**src/rtl/slsfr_pkg.sv**
```systemverilog
// Shared types and constants for the sync/length/checksum frame receiver.
`default_nettype none

package slsfr_pkg;

	typedef logic [7:0] byte_t;
	typedef logic [2:0] kind_t;

	// Result kinds.
	localparam kind_t KIND_DATA   = 3'd0;
	localparam kind_t KIND_GOOD   = 3'd1;
	localparam kind_t KIND_OTHER  = 3'd2;
	localparam kind_t KIND_CSERR  = 3'd3;
	localparam kind_t KIND_BADLEN = 3'd4;

	// Configuration register indexes.
	localparam logic [1:0] REG_SYNC_FIRST    = 2'd0;
	localparam logic [1:0] REG_SYNC_SECOND   = 2'd1;
	localparam logic [1:0] REG_ACCEPTED_TYPE = 2'd2;

	// Frame overhead: two sync bytes, the length byte and the checksum byte.
	localparam byte_t FRAME_OVERHEAD = 8'd4;
	// Shortest length that leaves room for the type byte.
	localparam byte_t MIN_LENGTH     = 8'd5;
	localparam byte_t SUM_START      = 8'h00;

endpackage

`default_nettype wire

```
**src/rtl/sync_length_sum_frame_receiver_unit.sv**
```systemverilog
// A taken byte enters the input register, then any result it gives enters the result register.
// Throughput: one byte per cycle unless out_stall holds a full result register; the parser
// state registers update once per byte; the result register refills while it is being taken.
// Reset: arst_n clears the parser to hunting for the first sync byte, zeroes the counters,
// the running sum and all configuration registers, and empties both stages.
`default_nettype none

module sync_length_sum_frame_receiver_unit
	import slsfr_pkg::*;
(
	input  wire logic        clk,
	input  wire logic        arst_n,
	// Configuration write port.
	input  wire logic        cfg_we,
	input  wire logic [1:0]  cfg_index,
	input  wire logic [7:0]  cfg_data,
	// Received byte channel.
	input  wire logic        in_valid,
	output logic             in_stall,
	input  wire logic [7:0]  rx_byte,
	// Result channel.
	output logic             out_valid,
	input  wire logic        out_stall,
	output logic [2:0]       kind,
	output logic [7:0]       data_byte,
	output logic [7:0]       byte_index,
	output logic [7:0]       frame_type,
	output logic             frame_end
);

	// Parser phases.
	localparam logic [2:0] PH_SYNC1   = 3'd0;
	localparam logic [2:0] PH_SYNC2   = 3'd1;
	localparam logic [2:0] PH_LENGTH  = 3'd2;
	localparam logic [2:0] PH_PAYLOAD = 3'd3;
	localparam logic [2:0] PH_CHECK   = 3'd4;

	byte_t       sync_first_q;
	byte_t       sync_second_q;
	byte_t       accepted_type_q;

	logic        v_s1;
	byte_t       byte_s1;

	logic [2:0]  phase_q, phase_d;
	byte_t       bytes_left_q, bytes_left_d;
	byte_t       position_q, position_d;
	byte_t       sum_q, sum_d;
	byte_t       type_q, type_d;

	logic        out_valid_q;
	kind_t       kind_q;
	byte_t       data_q, index_q, ftype_q;
	logic        fend_q;

	logic        res_valid;
	kind_t       res_kind;
	byte_t       res_data, res_index, res_ftype;
	logic        res_fend;

	logic        can_take;
	logic        proc;
	logic        in_acc;

	// The result register can take a new request when it is empty or being drained.
	assign can_take = !out_valid_q || !out_stall;
	assign proc     = v_s1 && can_take;
	assign in_stall = v_s1 && !can_take;
	assign in_acc   = in_valid && !in_stall;

	// Configuration registers.
	always_ff @(posedge clk or negedge arst_n) begin
		if (!arst_n) begin
			sync_first_q    <= 8'd0;
			sync_second_q   <= 8'd0;
			accepted_type_q <= 8'd0;
		end else if (cfg_we) begin
			unique case (cfg_index)
				REG_SYNC_FIRST:    sync_first_q    <= cfg_data;
				REG_SYNC_SECOND:   sync_second_q   <= cfg_data;
				REG_ACCEPTED_TYPE: accepted_type_q <= cfg_data;
				default: ;
			endcase
		end
	end

	// Input register stage.
	always_ff @(posedge clk or negedge arst_n) begin
		if (!arst_n) begin
			v_s1 <= 1'b0;
		end else if (in_acc) begin
			v_s1 <= 1'b1;
		end else if (proc) begin
			v_s1 <= 1'b0;
		end
	end

	always_ff @(posedge clk) begin
		if (in_acc) begin
			byte_s1 <= rx_byte;
		end
	end

	// Parser: next state and result for the byte in the input register.
	always_comb begin
		phase_d      = phase_q;
		bytes_left_d = bytes_left_q;
		position_d   = position_q;
		sum_d        = sum_q;
		type_d       = type_q;
		res_valid    = 1'b0;
		res_kind     = KIND_DATA;
		res_data     = 8'd0;
		res_index    = 8'd0;
		res_ftype    = 8'd0;
		res_fend     = 1'b0;
		unique case (phase_q)
			PH_SYNC2: begin
				if (byte_s1 == sync_second_q) begin
					sum_d   = sum_q + byte_s1;
					phase_d = PH_LENGTH;
				end else begin
					phase_d = PH_SYNC1;
				end
			end
			PH_LENGTH: begin
				if (byte_s1 < MIN_LENGTH) begin
					phase_d   = PH_SYNC1;
					res_valid = 1'b1;
					res_kind  = KIND_BADLEN;
					res_fend  = 1'b1;
				end else begin
					sum_d        = sum_q + byte_s1;
					bytes_left_d = byte_s1 - FRAME_OVERHEAD;
					position_d   = 8'd0;
					type_d       = 8'd0;
					phase_d      = PH_PAYLOAD;
				end
			end
			PH_PAYLOAD: begin
				if (position_q == 8'd0) begin
					type_d = byte_s1;
				end
				sum_d        = sum_q + byte_s1;
				position_d   = position_q + 8'd1;
				bytes_left_d = bytes_left_q - 8'd1;
				if (bytes_left_q == 8'd1) begin
					phase_d = PH_CHECK;
				end
				res_valid = 1'b1;
				res_kind  = KIND_DATA;
				res_data  = byte_s1;
				res_index = position_q;
			end
			PH_CHECK: begin
				if (byte_s1 != sum_q) begin
					res_kind = KIND_CSERR;
				end else if (type_q == accepted_type_q) begin
					res_kind = KIND_GOOD;
				end else begin
					res_kind = KIND_OTHER;
				end
				phase_d   = PH_SYNC1;
				res_valid = 1'b1;
				res_ftype = type_q;
				res_fend  = 1'b1;
			end
			default: begin
				// Hunting for the first sync byte; unused codes land here too.
				if (byte_s1 == sync_first_q) begin
					sum_d   = byte_s1;
					phase_d = PH_SYNC2;
				end else begin
					sum_d   = SUM_START;
					phase_d = PH_SYNC1;
				end
			end
		endcase
	end

	// Parser state registers.
	always_ff @(posedge clk or negedge arst_n) begin
		if (!arst_n) begin
			phase_q      <= PH_SYNC1;
			bytes_left_q <= 8'd0;
			position_q   <= 8'd0;
			sum_q        <= 8'd0;
			type_q       <= 8'd0;
		end else if (proc) begin
			phase_q      <= phase_d;
			bytes_left_q <= bytes_left_d;
			position_q   <= position_d;
			sum_q        <= sum_d;
			type_q       <= type_d;
		end
	end

	// Result register valid.
	always_ff @(posedge clk or negedge arst_n) begin
		if (!arst_n) begin
			out_valid_q <= 1'b0;
		end else if (proc) begin
			out_valid_q <= res_valid;
		end else if (!out_stall) begin
			out_valid_q <= 1'b0;
		end
	end

	// Result register payload.
	always_ff @(posedge clk) begin
		if (proc && res_valid) begin
			kind_q  <= res_kind;
			data_q  <= res_data;
			index_q <= res_index;
			ftype_q <= res_ftype;
			fend_q  <= res_fend;
		end
	end

	assign out_valid  = out_valid_q;
	assign kind       = kind_q;
	assign data_byte  = data_q;
	assign byte_index = index_q;
	assign frame_type = ftype_q;
	assign frame_end  = fend_q;

`ifndef NO_ASSERTIONS
	// A verdict always closes a frame, and a payload byte never does.
	a_end_matches_kind: assert property (@(posedge clk) disable iff (!arst_n)
		out_valid |-> (frame_end == (kind != KIND_DATA)))
		else $error("frame_end does not match the result kind");

	// While in the payload phase at least one payload byte is still expected.
	a_payload_count: assert property (@(posedge clk) disable iff (!arst_n)
		(phase_q == PH_PAYLOAD) |-> (bytes_left_q != 8'd0))
		else $error("payload phase with no bytes left");

	// The input is held off only while a byte waits behind a blocked result.
	a_stall_cause: assert property (@(posedge clk) disable iff (!arst_n)
		in_stall |-> (v_s1 && out_valid_q && out_stall))
		else $error("input stalled without a blocked result");

	// A payload byte result comes only from the payload phase.
	a_data_from_payload: assert property (@(posedge clk) disable iff (!arst_n)
		(proc && res_valid && (res_kind == KIND_DATA)) |-> (phase_q == PH_PAYLOAD))
		else $error("payload byte result outside the payload phase");
`endif

endmodule

`default_nettype wire

```
**config.mk**
```make
export PLATFORM = sky130hd
export DESIGN_NAME = sync_length_sum_frame_receiver_unit
export DESIGN_NICKNAME = d
export VERILOG_FILES = /design/src/rtl/slsfr_pkg.sv /design/src/rtl/sync_length_sum_frame_receiver_unit.sv
export SDC_FILE = /design/constraint.sdc
export NUM_CORES = 1
export LEC_CHECK = 0
export BUFFER_PORTS_ARGS = -buffer_cell sky130_fd_sc_hd__buf_2
export CAP_MARGIN = 5
export CELL_PAD_IN_SITES_DETAIL_PLACEMENT = 0
export CELL_PAD_IN_SITES_GLOBAL_PLACEMENT = 1
export CORE_MARGIN = 1
export CORE_UTILIZATION = 47
export DETAILED_ROUTE_END_ITERATION = 6
export PLACE_DENSITY_LB_ADDON = 0.1
export SETUP_SLACK_MARGIN = 0.05
export SLEW_MARGIN = 25
export SYNTH_ARGS = -nofsm -noshare
export SYNTH_HDL_FRONTEND = slang
export SYNTH_SLANG_ARGS = --single-unit
```
**constraint.sdc**
```tcl
create_clock -name clk -period 3.4 [get_ports clk]
set_clock_uncertainty 0.05 [all_clocks]
set_input_delay 0.68 -clock clk [delete_from_list [all_inputs] [get_ports clk]]
set_output_delay 0.68 -clock clk [all_outputs]
set_load 0.1 [all_outputs]
```
==> metrics <==
WL final=10100 microns; critical path's top delay family=simple AND/OR/NAND/NOR gates; Post-route DRC=0; P&R area growth vs syn=12.4%; vias in the first global route=3205; warnings from Yosys=0; Max FO, Critical Path=28; Least-Margin Pin Slew=856 ps; Iter 0 DRT Violations=130; crit end category=register; Synth top area share=31.5%; Mapped Area=4850 sq um; drt via density=5.36; P_sw=1.85 mW; FF-to-FF Start=byte_s1[4]$_DFFE_PP_; number of synthesized register bits=97; Synth Area per Inst=11.6 sq um; syn_nets=455; FILL cells=887; Hold/Removal Path Class=in -> async; Die X=104 microns; clock buffer depth=2; Sw Ratio=41.7%; number of flops mapped to enable cells by yosys=36; Crit-path slowest cell=or4_4; sequential cell area fraction in the yosys report=53.8%; Post-synth ARST share=62.9%; IO Count=53; CTS Buf Count=9; Final Net Count=507; worst-skew pair later-pin latency=370 ps; PD cells=813 nW/um^2; clock-pin slew on the worst setup and hold paths=90 ps; most numerous cell in the Yosys netlist=dfrtp_1; CTS Hold Bufs=0; CORE AREA=9910 sq um; Setup Fix Bufs, Post-CTS=0; main flop type after synthesis=dfrtp_1; RSZ-0062 raised after global routing=no; Antenna Nets Post-Route=0; Clock power frac=18.5%; CP startpoint=byte_s1[4]$_DFFE_PP_; Peak VDD IR=0.000410 V; Crit path required time=3390 ps; initial antenna violation count=0; f_max=384 MHz; max-slew violations=0; Detailed Place HPWL=7520 microns; Leakage Power=2.34 nW; Setup TNS=0 ps; post-synth cell types=51; Final Core Density=55.0%; clock root buffer=clkbuf_8; CTS tree=done; Logic pwr share=41.3%; total of max-cap violations=0; layout cells sized above 1=24.4%; RD Place Congestion=0.783; outcome=complete, no violations; CP peak stage delay=610 ps; Max-slew headroom=42.9%; crit path time final=2600 ps; crit path DAT=2590 ps; ANT cells=0; post-cts sizing count=0; Port Buf Inserts=52; final setup fails=0; Startpoint Class=register; type of the worst setup path=reg -> reg; Starting Density=48.9%; DIE AREA=10700 sq um; Synth top cells by count=dfrtp_1 (61), edfxtp_1 (36), nor2_1 (33); total global routing overflow=0; Total GRT Usage=20.1%; drt wl/cell=16.5 microns; ranking of synthesized cells by area=dfrtp_1 (31%), edfxtp_1 (22%), mux2_2 (5.6%); Reg power frac=40.1%; via count=3257; Final Cycle Share=76.5%; Rows=36; largest net degree at the start of global routing=40; endpoints failing hold=0; htree depth=3; Initial DRT Pass Iterations=4; internal cell power=2.58 mW; Synth Instances=418; top cell type by total area after synthesis=dfrtp_1; clk sinks=97; first-pass GRT wire length=16700 microns; Die Span Y=104 microns; CP Cell Sequence=or4_4 -> nor3_1 -> o21ai_0 -> nand2_1 -> and2_1 -> buf_4; crit path buf inv count=1
-- layout by cell type (no fill, tap or decap), drive strengths merged, types with 4 or more instances in the layout --
master	count
dfrtp	61
buf	61
edfxtp	36
nor2	33
mux2	32
xnor2	24
a21oi	24
nand2	23
and3	20
o21ai	19
inv	14
nand3	13
ha	13
xor2	11
clkbuf	10
nor3	9
nand4	7
nand2b	6
nor4	6
o211ai	5
or3	4
a32oi	4
a22oi	4
and2	4
clkinv	4
-- layer usage --
layer / GRT usage [%] / vias to the layer above / wire length (microns)
met5: 0 / - / 0
met4: 8.18 / 0 / 178
met3: 2.96 / 16 / 362
met2: 30.9 / 84 / 4540
met1: 28.7 / 1550 / 4980
li1: - / 1607 / -
-- through the flow --
step | power, mW | hold slack (ps) | instance area, sq um | setup slack, ps | instances
4_1_cts | 4.46 | 397 | 5450 | 807 | 608
2_1_floorplan | 3.25 | 334 | 4850 | 669 | 418
3_5_place_dp | 3.64 | 458 | 5230 | 827 | 592
5_1_grt | 4.72 | 420 | 5450 | 661 | 608
6_report | 4.43 | 364 | 5450 | 798 | 608
3_3_place_gp | 3.61 | 452 | 5230 | 892 | 592
-- path summary, 6_finish.rpt --
kind / to / slack, ps / cells past startpoint
max in group asynchronous: bytes_left_q[2]$_DFFE_PN0P_ / 2190 / 2
min: sync_first_q[6]$_DFFE_PN0P_ / 360 / 1
min reg2reg: bytes_left_q[6]$_DFFE_PN0P_ / 480 / 2
max: frame_type[0]$_SDFFCE_PP0P_ / 800 / 6
min in group clk: byte_s1[6]$_DFFE_PP_ / 430 / 1
max reg2reg: frame_type[0]$_SDFFCE_PP0P_ / 800 / 6
-- final cells by class --
class                           count  area [sq um]  area share [%]
Multi-Input combinational cell    287          2080            38.1
Clock buffer                       10           138            2.52
Clock inverter                      6          81.3            1.49
Timing Repair Buffer               61           328            6.01
Inverter                           14          52.6           0.964
Sequential cell                    97          2610            47.8
Tap cell                          133           166            3.05
-- power groups by stage --
stage,registers (mW),logic [mW],clock network (mW)
2_1_floorplan,2.12,1.13,0
3_3_place_gp,1.80,1.81,0
3_5_place_dp,1.81,1.84,0
4_1_cts,1.78,1.84,0.833
5_1_grt,1.82,2.02,0.877
6_report,1.78,1.83,0.822
-- kinds of logic (layout without fill, tap and decap cells) --
kind of cell,after synthesis,after routing,synth area share [%]
multiplexers,34,34,8.46
adder cells (fa/ha/maj),14,14,3.77
flip-flops,97,97,53.8
buffers and inverters,34,91,3.35
AO/OA/AOI/OAI,70,70,9.34
AND/OR/NAND/NOR,134,134,15.0
XOR/XNOR,35,35,6.32
-- worst reg2reg max path, stage by stage, from the launching register on --
cell	delay, ps
edfxtp_1	550
or4_4	610
nor3_1	370
o21ai_0	130
nand2_1	110
and2_1	130
buf_4	310
Power figures use the tool's default switching activity.
